File: src/lcdf_pkg.sv
// Shared types and constants for the three-wire LCD serial framer.
// No dependencies; used by every module of the block.
`default_nettype none
package lcdf_pkg;

    // Request operation codes
    localparam logic [1:0] OP_TICK    = 2'd0;
    localparam logic [1:0] OP_COMMAND = 2'd1;
    localparam logic [1:0] OP_WRITE   = 2'd2;
    localparam logic [1:0] OP_BURST   = 2'd3;

    // Result kinds
    localparam logic KIND_BIT  = 1'b0;
    localparam logic KIND_BUSY = 1'b1;

    // Frame prefixes, sent first
    localparam logic [3:0] CMD_PREFIX   = 4'b1000;
    localparam logic [2:0] WRITE_PREFIX = 3'b101;

    // Frame lengths in bits
    localparam logic [7:0] CMD_LEN    = 8'd12;
    localparam logic [7:0] WRITE_LEN  = 8'd13;
    localparam logic [7:0] BURST_HDR  = 8'd9;

    // Largest byte count whose frame length fits the 8-bit counter
    localparam int unsigned COUNTER_BYTE_LIMIT = 30;

    localparam int unsigned SHIFT_W = 13;
    localparam int unsigned LEN_W   = 8;

    // Decoded request passed from front to back
    typedef struct packed {
        logic [1:0]         op;
        logic [SHIFT_W-1:0] header;
        logic [LEN_W-1:0]   length;
    } t_req;

endpackage
`default_nettype wire

File: src/lcdf_front.sv
// Front end: decodes an input item into a ready-to-load frame (header and length).
// Depends on lcdf_pkg.
`default_nettype none
module lcdf_front #(
    parameter int unsigned MAX_BURST_BYTES = 16
) (
    input  wire logic [1:0] i_op,
    input  wire logic [7:0] i_command_code,
    input  wire logic [5:0] i_ram_address,
    input  wire logic [3:0] i_nibble,
    input  wire logic [4:0] i_byte_count,
    output lcdf_pkg::t_req  o_req
);

    // byte count ceiling: parameter, then counter limit
    localparam int unsigned BYTE_LIMIT =
        (MAX_BURST_BYTES < lcdf_pkg::COUNTER_BYTE_LIMIT) ?
        MAX_BURST_BYTES : lcdf_pkg::COUNTER_BYTE_LIMIT;

    logic [4:0] w_count;

    // saturate burst length
    always_comb begin
        if (i_byte_count > 5'(BYTE_LIMIT)) begin
            w_count = 5'(BYTE_LIMIT);
        end else begin
            w_count = i_byte_count;
        end
    end

    // build header and length per operation
    always_comb begin
        o_req.op = i_op;
        unique case (i_op)
            lcdf_pkg::OP_COMMAND: begin
                o_req.header = {lcdf_pkg::CMD_PREFIX, i_command_code, 1'b0};
                o_req.length = lcdf_pkg::CMD_LEN;
            end
            lcdf_pkg::OP_WRITE: begin
                o_req.header = {lcdf_pkg::WRITE_PREFIX, i_ram_address, i_nibble};
                o_req.length = lcdf_pkg::WRITE_LEN;
            end
            lcdf_pkg::OP_BURST: begin
                o_req.header = {lcdf_pkg::WRITE_PREFIX, i_ram_address, 4'b0000};
                o_req.length = lcdf_pkg::BURST_HDR + {w_count, 3'b000};
            end
            default: begin
                // tick: payload unused
                o_req.header = '0;
                o_req.length = '0;
            end
        endcase
    end

endmodule
`default_nettype wire

File: src/lcdf_queue.sv
// Two-entry queue of decoded requests between front and back.
// Depends on lcdf_pkg.
`default_nettype none
module lcdf_queue (
    input  wire logic      i_clk,
    input  wire logic      i_rst_n,
    input  wire logic      i_push,
    input  wire lcdf_pkg::t_req i_req,
    output logic           o_ready,
    input  wire logic      i_pop,
    output logic           o_valid,
    output lcdf_pkg::t_req o_req
);

    lcdf_pkg::t_req r_mem [2];
    logic [1:0] r_count, n_count;
    logic       r_wr_ptr, r_rd_ptr;
    logic       w_push, w_pop;

    assign o_ready = (r_count != 2'd2);
    assign o_valid = (r_count != 2'd0);
    assign o_req   = r_mem[r_rd_ptr];
    assign w_push  = i_push && o_ready;
    assign w_pop   = i_pop && o_valid;

    // occupancy
    always_comb begin
        n_count = r_count;
        if (w_push && !w_pop) begin
            n_count = r_count + 2'd1;
        end else if (w_pop && !w_push) begin
            n_count = r_count - 2'd1;
        end
    end

    // pointers and count
    always_ff @(posedge i_clk) begin
        if (!i_rst_n) begin
            r_count  <= 2'd0;
            r_wr_ptr <= 1'b0;
            r_rd_ptr <= 1'b0;
        end else begin
            r_count <= n_count;
            if (w_push) r_wr_ptr <= ~r_wr_ptr;
            if (w_pop)  r_rd_ptr <= ~r_rd_ptr;
        end
    end

    // storage
    always_ff @(posedge i_clk) begin
        if (w_push) r_mem[r_wr_ptr] <= i_req;
    end

endmodule
`default_nettype wire

File: src/lcdf_engine.sv
// Back end: holds the frame shift register, bit counter and busy flag, and
// drives the registered result. Depends on lcdf_pkg.
`default_nettype none
module lcdf_engine (
    input  wire logic      i_clk,
    input  wire logic      i_rst_n,
    input  wire logic      i_valid,
    input  wire lcdf_pkg::t_req i_req,
    output logic           o_pop,
    output logic           o_valid,
    input  wire logic      i_ready,
    output logic           o_kind,
    output logic           o_data_bit,
    output logic           o_frame_last
);

    logic [lcdf_pkg::SHIFT_W-1:0] r_shift, n_shift;
    logic [lcdf_pkg::LEN_W-1:0]   r_remaining, n_remaining;
    logic                         r_busy, n_busy;
    logic                         r_out_valid, n_out_valid;
    logic                         r_kind, n_kind;
    logic                         r_bit, n_bit;
    logic                         r_last, n_last;
    logic [lcdf_pkg::LEN_W-1:0]   w_rem_dec;

    // take a request when the result slot is free or draining
    assign o_pop     = i_valid && (!r_out_valid || i_ready);
    assign w_rem_dec = r_remaining - 8'd1;

    // execute one queued request
    always_comb begin
        n_shift     = r_shift;
        n_remaining = r_remaining;
        n_busy      = r_busy;
        n_kind      = r_kind;
        n_bit       = r_bit;
        n_last      = r_last;
        n_out_valid = r_out_valid && !i_ready;
        if (o_pop) begin
            if (i_req.op == lcdf_pkg::OP_TICK) begin
                if (r_busy) begin
                    n_out_valid = 1'b1;
                    n_kind      = lcdf_pkg::KIND_BIT;
                    n_bit       = r_shift[lcdf_pkg::SHIFT_W-1];
                    n_last      = (w_rem_dec == '0);
                    n_shift     = {r_shift[lcdf_pkg::SHIFT_W-2:0], 1'b0};
                    n_remaining = w_rem_dec;
                    n_busy      = (w_rem_dec != '0);
                end
            end else if (r_busy) begin
                // request while a frame is running
                n_out_valid = 1'b1;
                n_kind      = lcdf_pkg::KIND_BUSY;
                n_bit       = 1'b0;
                n_last      = 1'b0;
            end else begin
                n_shift     = i_req.header;
                n_remaining = i_req.length;
                n_busy      = 1'b1;
            end
        end
    end

    // control state
    always_ff @(posedge i_clk) begin
        if (!i_rst_n) begin
            r_shift     <= '0;
            r_remaining <= '0;
            r_busy      <= 1'b0;
            r_out_valid <= 1'b0;
        end else begin
            r_shift     <= n_shift;
            r_remaining <= n_remaining;
            r_busy      <= n_busy;
            r_out_valid <= n_out_valid;
        end
    end

    // result payload
    always_ff @(posedge i_clk) begin
        r_kind <= n_kind;
        r_bit  <= n_bit;
        r_last <= n_last;
    end

    assign o_valid      = r_out_valid;
    assign o_kind       = r_kind;
    assign o_data_bit   = r_bit;
    assign o_frame_last = r_last;

    // counter and busy flag agree
    a_idle_empty: assert property (@(posedge i_clk) disable iff (!i_rst_n)
        !r_busy |-> (r_remaining == '0))
        else $error("idle with bits outstanding");

    a_busy_counts: assert property (@(posedge i_clk) disable iff (!i_rst_n)
        r_busy |-> (r_remaining != '0))
        else $error("busy with empty counter");

    // a busy rejection carries no bit and no frame end
    a_reject_clean: assert property (@(posedge i_clk) disable iff (!i_rst_n)
        (r_out_valid && r_kind == lcdf_pkg::KIND_BUSY) |-> (!r_bit && !r_last))
        else $error("rejection with payload");

    // the final bit frees the framer
    a_last_frees: assert property (@(posedge i_clk) disable iff (!i_rst_n)
        (o_pop && i_req.op == lcdf_pkg::OP_TICK && r_busy && r_remaining == 8'd1)
        |=> (!r_busy && r_out_valid && r_last))
        else $error("final bit did not end frame");

endmodule
`default_nettype wire

File: src/lcd_driver_serial_framer.sv
// Top level of the three-wire LCD serial framer: front decoder, request queue
// and framing engine. Depends on lcdf_pkg, lcdf_front, lcdf_queue, lcdf_engine.
//
// Usage: input items on the slave stream carry an operation (tick, command
// frame, write-nibble frame, burst-clear frame) and its fields. A frame request
// while idle loads the framer and gives no result; each following tick item
// gives one result with the next data bit, MSB first, and tlast on the final
// bit of the frame. A frame request while a
// frame runs gives one result with tuser set (busy) and leaves the frame alone.
// A tick while idle gives nothing.
// Throughput: one item per cycle while the receiver takes results; the
// decoder, a two-entry queue and the framing engine each handle one item per
// clock. With the queue empty, an accepted item is written into the queue
// entry, then the engine takes it from there and registers its result.
// Reset clears the queue, the framer and the output valid flag. When the
// receiver stalls, the held result blocks the engine and the queue fills;
// tready drops once both queue entries are occupied.
`default_nettype none
module lcd_driver_serial_framer #(
    parameter int unsigned MAX_BURST_BYTES = 16
) (
    input  wire logic        i_clk,
    input  wire logic        i_rst_n,
    input  wire logic        i_s_tvalid,
    output logic             o_s_tready,
    // op[1:0], command_code[9:2], ram_address[15:10], nibble[19:16],
    // byte_count[24:20], zeros above
    input  wire logic [31:0] i_s_tdata,
    output logic             o_m_tvalid,
    input  wire logic        i_m_tready,
    // data_bit[0], zeros above
    output logic [7:0]       o_m_tdata,
    output logic             o_m_tlast,
    // kind[0]
    output logic             o_m_tuser
);

    lcdf_pkg::t_req w_dec_req;
    lcdf_pkg::t_req w_q_req;
    logic           w_q_valid;
    logic           w_pop;
    logic           w_bit;

    // classify the incoming item
    lcdf_front #(
        .MAX_BURST_BYTES (MAX_BURST_BYTES)
    ) u_front (
        .i_op           (i_s_tdata[1:0]),
        .i_command_code (i_s_tdata[9:2]),
        .i_ram_address  (i_s_tdata[15:10]),
        .i_nibble       (i_s_tdata[19:16]),
        .i_byte_count   (i_s_tdata[24:20]),
        .o_req          (w_dec_req)
    );

    // decouple front from back
    lcdf_queue u_queue (
        .i_clk   (i_clk),
        .i_rst_n (i_rst_n),
        .i_push  (i_s_tvalid),
        .i_req   (w_dec_req),
        .o_ready (o_s_tready),
        .i_pop   (w_pop),
        .o_valid (w_q_valid),
        .o_req   (w_q_req)
    );

    // serialise frames
    lcdf_engine u_engine (
        .i_clk        (i_clk),
        .i_rst_n      (i_rst_n),
        .i_valid      (w_q_valid),
        .i_req        (w_q_req),
        .o_pop        (w_pop),
        .o_valid      (o_m_tvalid),
        .i_ready      (i_m_tready),
        .o_kind       (o_m_tuser),
        .o_data_bit   (w_bit),
        .o_frame_last (o_m_tlast)
    );

    assign o_m_tdata = {7'b0000000, w_bit};

endmodule
`default_nettype wire

File: config.mk
export PLATFORM = sky130hd
export DESIGN_NAME = lcd_driver_serial_framer
export DESIGN_NICKNAME = d
export VERILOG_FILES = /design/src/lcdf_pkg.sv /design/src/lcdf_front.sv /design/src/lcdf_queue.sv /design/src/lcdf_engine.sv /design/src/lcd_driver_serial_framer.sv
export SDC_FILE = /design/constraint.sdc
export NUM_CORES = 1
export LEC_CHECK = 0
export ABC_AREA = 1
export CORE_UTILIZATION = 40
export CTS_BUF_LIST = sky130_fd_sc_hd__clkbuf_2
export DETAILED_ROUTE_END_ITERATION = 16
export DONT_BUFFER_PORTS = 1
export SLEW_MARGIN = 10
export SYNTH_ARGS = -nofsm -noshare
export SYNTH_HDL_FRONTEND = slang
export SYNTH_HIERARCHICAL = 1
export SYNTH_SLANG_ARGS = --single-unit
File: constraint.sdc
create_clock -name i_clk -period 2.28 [get_ports i_clk]
set_input_delay 0.342 -clock i_clk [delete_from_list [all_inputs] [get_ports i_clk]]
set_output_delay 0.342 -clock i_clk [all_outputs]
set_load 0.05 [all_outputs]
## Word-level counts from Yosys, hierarchy flattened

Memory sizes are Yosys's and may differ from the RTL's. A register that Yosys moved wholly into a read port is not among the register bits.
Index checks and enable logic that the tools add are counted.

| cells by class | value |
|---|---|
| reduce and logical (&&, ||, !) cells | 18 |
| bitwise operators | 2 |
| equal/unequal tests | 6 |
| $add $sub $neg | 4 |
| multiplexer cells | 25 |
| order comparisons | 1 |

Operators by type and width:

| operator | number |
|---|---|
| $pmux 21 s3 | 1 |
| $mux 13 | 3 |
| $mux 8 | 3 |
| $mux 1 | 15 |
| $add 4x8->8 const A | 1 |
| $logic_not 8->1 | 1 |
| $reduce_bool 8->1 | 1 |
| $sub 8x1->8 const B | 1 |
| $logic_and 1x1->1 | 6 |
| $gt 5x5->1 const B | 1 |
| $mux 5 | 1 |
| $eq 2x2->1 const B | 2 |
| $logic_not 1->1 | 4 |
| $mux 2 | 2 |
| $ne 2x2->1 const B | 2 |
| $reduce_bool 2->1 | 2 |
| $reduce_and 3->1 | 1 |
| $add 2x1->2 const B | 1 |
| $eq 2x1->1 const B | 1 |
| $logic_not 2->1 | 1 |
| $ne 2x1->1 const B | 1 |
| $not 1->1 | 2 |
| $reduce_and 2->1 | 1 |
| $sub 2x1->2 const B | 1 |
| $logic_or 1x1->1 | 1 |

| word-level totals | value |
|---|---|
| bits in writable memories | 46 |
| logic and storage cells | 67 |
| output and inout bits | 12 |
| memories | 1 |
| register bits | 30 |
| input port bits | 36 |

Memories:

| memory | depth | width | read ports | clocked after memory_dff | write ports | line | RTL |
|---|---|---|---|---|---|---|---|
| u_queue.r_mem | 2 | 23 | 1 | 1 | 1 | lcdf_queue.sv:15 | `lcdf_pkg::t_req r_mem [2];` |

## Depth between registers and ports, before layout

Gate-level depths: netlist of run 1.

| logic depth | value |
|---|---|
| depth after elaboration | 7 |
| gate-level depth with buffers | 13 |
| mapped depth without buffers | 13 |

## Hierarchy

The synthesis of run 1 kept the hierarchy.

Modules (own cells, without submodules):

| module | seq. area each (sq um) | area an instance (sq um) | times used | cells an instance |
|---|---|---|---|---|
| lcdf_queue | 1,481.4 | 1,903.1 | 1 | 108 |
| lcdf_engine | 550.5 | 1,317.5 | 1 | 184 |
| lcdf_front | 0.0 | 380.4 | 1 | 75 |
| lcd_driver_serial_framer | 0.0 | 63.8 | 1 | 9 |

## Worst setup path before layout of run 1

Ideal clock, no wire load.

| path | value |
|---|---|
| path type | reg2reg |
| start point | reg u_queue.r_count[0] |
| end point | mem u_queue/r_mem[0][0] (netlist name), enable pin |
| clock period less this slack | 2,347 ps |
| buffers on the path | 0 |
| library setup time | 403 ps |
| path slack | -67 ps |
| data arrival time | 1,944 ps |
| stages on the path, launching flop included | 5 |
| data required time | 1,877 ps |
| path through | dfxtp_1 > inv_2 > nand2_1 > nand2_1 > nor2_1 |

| on the way | value |
|---|---|
| cells in the longest elaborated chain, start to end | 4 |

RTL lines:

| element | line | RTL |
|---|---|---|
| from (decl) | lcdf_queue.sv:16 | `logic [1:0] r_count, n_count;` |
| from (signal assigned) | lcdf_queue.sv:43 | `r_count <= n_count;` |
| $ne 2x2->1 | lcdf_queue.sv:20 | `assign o_ready = (r_count != 2'd2);` |
| via o_s_tready | lcd_driver_serial_framer.sv:25 | `output logic o_s_tready,` |
| $logic_and 1x1->1 | lcdf_queue.sv:23 | `assign w_push = i_push && o_ready;` |
| $mux 1 | lcdf_queue.sv:51 | `if (w_push) r_mem[r_wr_ptr] <= i_req;` |
| $mux 1 (implied by the code) | lcdf_queue.sv:51 |  |
| to (decl) | lcdf_queue.sv:15 |  |

The timed path passes the listed nets, and every way through them passes these cells.

==> results of run 1 <==
==> cell families after synthesis <==
family	after synthesis
AO/OA/AOI/OAI	65
XOR/XNOR	2
adder cells (fa/ha/maj)	8
buffers and inverters	62
flip-flops	77
multiplexers	23
other	2
AND/OR/NAND/NOR	137
==> cell usage in the layout (no fill, tap or decap), types with 7 or more instances in the layout <==
cell type      netlist  final
ha_1                 8      8
nand3_1             12     12
a21oi_1             23     23
conb_1               2      9
edfxtp_1            49     49
nand2_1             86     86
dlygate4sd3_1        0      7
o21ai_1             11     11
mux2_2              23     23
dfxtp_1             28     28
inv_1               30     30
nor2_1              28     26
buf_4               14      9
a31oi_1             14     14
clkbuf_2             0      9
o21ai_0             14     14
==> per-stage QoR <==
stage | hold WS (ns) | std cells | power (W) | TNS (ns) | instance area [um2]
after global routing | 0.0230 | 496 | 0.00502 | 0 | 3920
after global placement | 0.442 | 474 | 0.00380 | 0 | 3710
after CTS | 0.0143 | 496 | 0.00469 | 0 | 3920
after floorplan | 0.443 | 383 | 0.00354 | -3.08 | 3690
after detailed placement | 0.442 | 474 | 0.00384 | 0 | 3710
final | 0.0528 | 496 | 0.00465 | 0 | 3920
==> timing repair <==
| item | in CTS | in global routing |
|---|---|---|
| hold endpoints to repair | 38 | 0 |
| endpoints found under the setup margin | 0 | 0 |
| hold buffers | 7 | 0 |
| resized for setup | 0 | 0 |
==> layout make-up <==
| class | instances | area [um2] |
|---|---|---|
| clock buffer | 9 | 45.0 |
| clock inverter | 6 | 88.8 |
| fill | 845 | 4890 |
| inverter | 36 | 138 |
| multi-input combinational | 244 | 1340 |
| sequential | 77 | 2030 |
| tap | 108 | 135 |
| timing repair buffer | 16 | 138 |
==> power by group through the flow <==
stage / combinational [W] / sequential, W / clock [W]
floorplan: 0.00150 / 0.00205 / 0
global route: 0.00202 / 0.00208 / 0.000918
global placement: 0.00173 / 0.00207 / 0
finish: 0.00177 / 0.00205 / 0.000835
CTS: 0.00179 / 0.00204 / 0.000860
detailed placement: 0.00176 / 0.00208 / 0
==> registers in the layout (all words and copies together) (netlist names), 2 cells and up, named ones only <==
register / flops
u_queue/r_count: 2
u_queue/r_mem: 46
u_engine/r_shift: 13
u_engine/r_remaining: 8
==> Yosys cell counts (all sizes together) <==
library cell,number
nand2,88
edfxtp,49
inv,36
nor2,31
dfxtp,28
o21ai,25
a21oi,24
buf,23
mux2,23
a31oi,14
nand3,13
ha,8
clkbuf,3
conb,2
nand4,2
or2,2
a21boi,1
nor3,1
o21a,1
xnor2,1
xor2,1
==> worst max-delay path, cell delays in order, from the launching register on <==
cell,delay [ns]
dfxtp_1,0.44
mux2_2,0.35
inv_1,0.07
nand2_2,0.10
nand2_1,0.12
nand3_4,0.14
inv_4,0.29
o21ai_0,0.13
a31oi_1,0.20
==> worst min-delay path by stage <==
stage / endpoint / slack (ns) / start
after floorplan: u_engine/r_shift[0]$_SDFFE_PN0P_ / 0.44 / u_engine/r_shift[0]$_SDFFE_PN0P_
after global placement: u_queue/r_mem[0][21]$_DFFE_PP_ / 0.44 / i_s_tdata[0]
after detailed placement: u_queue/r_mem[0][21]$_DFFE_PP_ / 0.44 / i_s_tdata[0]
after CTS: u_queue/r_mem[1][15]$_DFFE_PP_ / 0.01 / i_s_tdata[8]
after global routing: u_queue/r_mem[1][15]$_DFFE_PP_ / 0.02 / i_s_tdata[8]
final: u_queue/r_mem[0][15]$_DFFE_PP_ / 0.05 / i_s_tdata[8]
==> per-layer routing <==
layer | wire length, um | vias up
met5 | 0 | -
met1 | 3350 | 1128
met2 | 3100 | 52
li1 | - | 1261
met3 | 266 | 14
met4 | 162 | 0
==> impl_metrics.tcl, run 1 <==
set metrics [dict create \
    grt-ovfl-total 0 \
    p_leak_nw 1.56 \
    syn_inst 376 \
    worstPathRequired_ns 2.74 \
    p_int_w 0.00284 \
    die_h_um 97.7 \
    ys_seq_area_share_pct 55.4 \
    synth_area_mm2 0.00366 \
    finalCritPeriodShare_pct 82.8 \
    ys_ff_latch 77 \
    worstSetupPathType "flop to flop" \
    outcome "finished with violations" \
    cellPowerDensity_mw_per_mm2 1190 \
    synth_mux_area_share_pct 7.07 \
    grt_max_degree 37 \
    skew_ns 0.0258 \
    reg2reg_setup_slack_ns 0.39 \
    worstSetupEndpointType "flop" \
    cts_tree "done" \
    via_per_inst 4.95 \
    synth_compound_area_share_pct 9.80 \
    h-tree-depth 3 \
    clockBufferDepth 2 \
    drtIter0Drc 95 \
    clkTransAtPathRegs_ns 0.23 \
    clk_latency_ns 0.52 \
    post-route-util_pct 44.5 \
    wl_per_cell_um 13.9 \
    worst_pin_slew_ns 0.858 \
    critPathCapture "u_engine/r_shift[1]$_SDFFE_PN0P_" \
    rsz0062_at_grt "no" \
    hold_viol 0 \
    postCtsSetupBuffers 0 \
    synthXorXnorAreaFrac_pct 0.478 \
    violations "DRC" \
    place_ws_ns 0.437 \
    wl_um 6880 \
    drv_cap 0 \
    ir_drop_mv 0.396 \
    synthAdderAreaFrac_pct 2.73 \
    fmax_ghz 0.530 \
    cp.arrival_ns 2.35 \
    ctsRootBufferMaster "clkbuf_2" \
    synth_largest_area_cell "edfxtp_1" \
    cts.sinks 77 \
    p_sw_share_pct 38.9 \
    fin_ws_ns 0.393 \
    hp-class "input pin to flop" \
    antenna_found_initial 0 \
    final_nets 428 \
    syn_area_per_cell_um2 9.75 \
    hold_depth 2 \
    grt_pass1_wl_um 11300 \
    slew_headroom_pct 42.6 \
    dp_hpwl_um 4410 \
    slew_viol_final 0 \
    area_delta_synth_final_pct 6.90 \
    rows 34 \
    met1_usage_pct 19.5 \
    rr_endpoint "u_engine/r_shift[1]$_SDFFE_PN0P_" \
    yosysUniqueCellTypes 32 \
    r2r_cells 8 \
    antenna_cells 0 \
    synth_top_family_by_area "simple AND/OR/NAND/NOR gates" \
    yosys.area.top_type_share_pct 40.2 \
    startpoint_type "flop" \
    yosys_warnings 6 \
    place.gp.congestion 0.799 \
    path_max_fanout 36 \
    core_region_area_mm2 0.00881 \
    combPwrFrac_pct 38.1 \
    initial_core_util_pct 41.6 \
    io_buffers 0 \
    setup_violations 0 \
    min_period_ns 1.89 \
    grt_usage_pct 15.4 \
    yosys-top-cells-area "edfxtp_1, dfxtp_1, nand2_1, mux2_2, a21oi_1" \
    dr.pass1.iters 10 \
    grt_pass1_vias 2322 \
    p_seq_share_pct 44.0 \
    drc 8 \
    synth_simple_gate_area_share_pct 15.5 \
    ant_nets 0 \
    die_w_um 97.7 \
    numCtsBuffers 9 \
    power.net_switching_w 0.00181 \
    top_usage_layer "met2" \
    grt_util_met3_pct 2.45 \
    io_pins 48 \
    dieArea_mm2 0.00955 \
    drive_above_1_share_pct 16.2 \
    p_clk_share_pct 17.9 \
    via_count 2455 \
    grtUsageMet2_pct 25.5 \
]
(Power assumes the default switching activity.)
==> run 2, diff against run 1 <==
--- a/config.mk
+++ b/config.mk
@@ -5,7 +5,7 @@
 export SDC_FILE = /design/constraint.sdc
 export NUM_CORES = 1
 export LEC_CHECK = 0
-export ABC_AREA = 1
+export ABC_AREA = 0
 export CORE_UTILIZATION = 40
 export CTS_BUF_LIST = sky130_fd_sc_hd__clkbuf_2
 export DETAILED_ROUTE_END_ITERATION = 16
==> constraint.sdc (replaced) <==
create_clock -name i_clk -period 1.95 [get_ports i_clk]
set_input_delay 0.2925 -clock i_clk [delete_from_list [all_inputs] [get_ports i_clk]]
set_output_delay 0.2925 -clock i_clk [all_outputs]
set_load 0.05 [all_outputs]
==> run 2 against run 1 <==
Compared with the run above: the run now ends clean; critical path depth fell by 3; design area rose by 8.3%; register-to-register slack got worse by 0.30 ns; final cell count fell by 6.9%; sequential power rose by 20%; flip-flop and latch count did not move; utilization rose by 1.6 points; total power rose by 27%; synthesized cell count fell by 14%; maximum frequency rose by 1.9%.
==> impl_metrics.tcl, run 2 <==
set metrics [dict create \
    antenna_cells 0 \
    yosysUniqueCellTypes 59 \
    via_per_inst 5.32 \
    die_h_um 99.1 \
    h-tree-depth 3 \
    initial_core_util_pct 41.0 \
    dp_cells 428 \
    hold_viol 0 \
    ys_seq_area_share_pct 53.8 \
    numCtsBuffers 9 \
    setup_violations 0 \
    clockBufferDepth 2 \
    final_cell_mix "edfxtp_1, nor2_1, nand2_1" \
    largest_register_ffs 46 \
    ys.flop_type "edfxtp_1" \
    outcome "complete, no violations" \
    slew_viol_final 0 \
    grt-ovfl-total 0 \
    place.gp.congestion 0.720 \
    dieArea_mm2 0.00983 \
    drc 0 \
    finalPower_w 0.00590 \
    rows 35 \
    synth.most_common_cell "edfxtp_1" \
    layoutNonFillerInstCount 462 \
    yosys.area.top_type_share_pct 39.0 \
    cp.arrival_ns 2.30 \
    ctsRootBufferMaster "clkbuf_2" \
    reg2reg_setup_slack_ns 0.1 \
    yosys-top-cells-area "edfxtp_1, dfxtp_1, mux2_2, a311oi_2, nor2_1" \
    reg.largest.list "u_queue/r_mem x46, u_engine/r_shift x13, u_engine/r_remaining x8" \
    ys_ff_latch 77 \
    drv_cap 0 \
    startpoint_type "flop" \
    grt_max_degree 31 \
    syn_inst 324 \
    top_register "u_queue/r_mem" \
    ant_nets 0 \
    grt_pass1_wl_um 11800 \
    grt_usage_pct 15.7 \
    die_w_um 99.1 \
    hp-class "input pin to flop" \
    synthArstFlopShare_pct 0 \
    fmax_ghz 0.540 \
    yosys-top-cells-count "edfxtp_1, nor2_1, nand2_1, dfxtp_1, mux2_2" \
    wl_um 7160 \
    clk_latency_ns 0.54 \
    path_max_fanout 20 \
    final_nets 390 \
    p_leak_nw 1.52 \
    syn_area_per_cell_um2 11.6 \
    synth_largest_area_cell "edfxtp_1" \
    drtIter0Drc 131 \
    skew_ns 0.0342 \
    synth-edff-count 49 \
    mostFrequentLayoutCell "edfxtp_1" \
    ir_drop_mv 0.499 \
    via_count 2458 \
    yosys_warnings 6 \
    dp_hpwl_um 4570 \
    cellPowerDensity_mw_per_mm2 1390 \
    io_pins 48 \
    cts.sinks 77 \
    core_region_area_mm2 0.00920 \
    finalCritPeriodShare_pct 95.0 \
    io_buffers 0 \
    dr.pass1.iters 4 \
    synth_area_mm2 0.00377 \
    area_delta_synth_final_pct 12.4 \
    antenna_found_initial 0 \
    rsz0062_at_grt "yes" \
    grt_pass1_vias 2466 \
    drive_above_1_share_pct 25.6 \
    worstSetupEndpointType "flop" \
    min_period_ns 1.85 \
    worstSetupPathType "flop to flop" \
    cts_tree "done" \
    clkTransAtPathRegs_ns 0.26 \
    wl_per_cell_um 15.5 \
    worstPathRequired_ns 2.40 \
]
[run 2: cell count changes in the layout (fill, tap and decap cells not counted), sizes merged, moves of 4 or more]
cell,previous run,this run
and3,0,4
and2,0,10
nand3,13,7
nand2,88,29
a22oi,0,6
a21oi,24,15
o21ai,25,12
a311oi,0,12
dlygate4sd3,7,17
inv,36,13
buf,9,15
a31oi,14,2
[run 2: layer usage]
metal | vias to the layer above | routed length [um] | GRT usage (%)
li1 | 1211 | - | -
met2 | 58 | 3410 | 26.1
met3 | 12 | 289 | 4.22
met1 | 1177 | 3310 | 19.3
met4 | 0 | 147 | 6.67
met5 | - | 0 | 0
[run 2: power by group]
part	switching (W)	internal (W)	leakage [nW]
clock	0.000625	0.000321	0.0792
sequential	0.000298	0.00216	0.696
combinational	0.00135	0.00113	0.747
[run 2: kinds of logic (layout without fill, tap and decap cells)]
group	Yosys count	in the layout	share of synthesized area [%]
and+or+nand+nor	105	105	14.8
other	2	9	0.199
DFF	77	77	53.8
xor gates and xnor gates	5	5	1.16
buffers and inverters	37	57	5.80
muxes	23	23	6.86
adders and majority gates	8	8	2.65
AOI/OAI and AO/OA	67	67	14.7
[run 2: path summary, 6_finish.rpt]
path,start,end,cells past startpoint
worst min-delay path,i_m_tready,u_engine/o_valid$_SDFF_PN0_,3
worst max register to register,flop,u_engine/r_remaining[0]$_SDFFE_PN0P_,5
worst min register to register,u_engine/r_shift[11]$_SDFFE_PN0P_,u_engine/r_shift[12]$_SDFFE_PN0P_,2
worst max-delay path,flop,u_engine/r_remaining[0]$_SDFFE_PN0P_,5
[run 2: worst max-delay path: stages, from the launching register on]
cell	delay, ns
dfxtp_4	0.42
mux2_2	0.39
or3_4	0.35
and4_4	0.23
buf_12	0.16
a221oi_2	0.22
[run 2: layout make-up]
cell class | count | area, um2
fill | 839 | 4950
inverter | 9 | 33.8
clock buffer | 9 | 45.0
multi-input combinational | 217 | 1570
timing repair buffer | 32 | 333
sequential | 77 | 2040
clock inverter | 7 | 81.3
tap | 111 | 139
[run 2: timing repair]
| item | CTS | global route |
|---|---|---|
| pin swaps | 0 | 1 |
| resized for setup | 1 | 8 |
| endpoints found under the setup margin | 3 | 17 |
| setup buffers | 0 | 1 |
| hold endpoints to repair | 35 | 0 |
| hold buffers | 17 | 0 |
[run 2: stage by stage]
stage / setup slack (ns) / TNS, ns / instance area (um2) / utilization (%) / hold WS, ns
floorplan: 0.000629 / 0 / 3810 / - / 0.410
global placement: 0.0986 / 0 / 3910 / 42.5 / 0.392
detailed placement: 0.0590 / 0 / 3910 / 42.5 / 0.392
CTS: 0.0295 / 0 / 4210 / 45.8 / 0.00139
global route: -0.0169 / -0.0216 / 4240 / 46.1 / 0.0180
finish: 0.0974 / 0 / 4240 / 46.1 / 0.0530
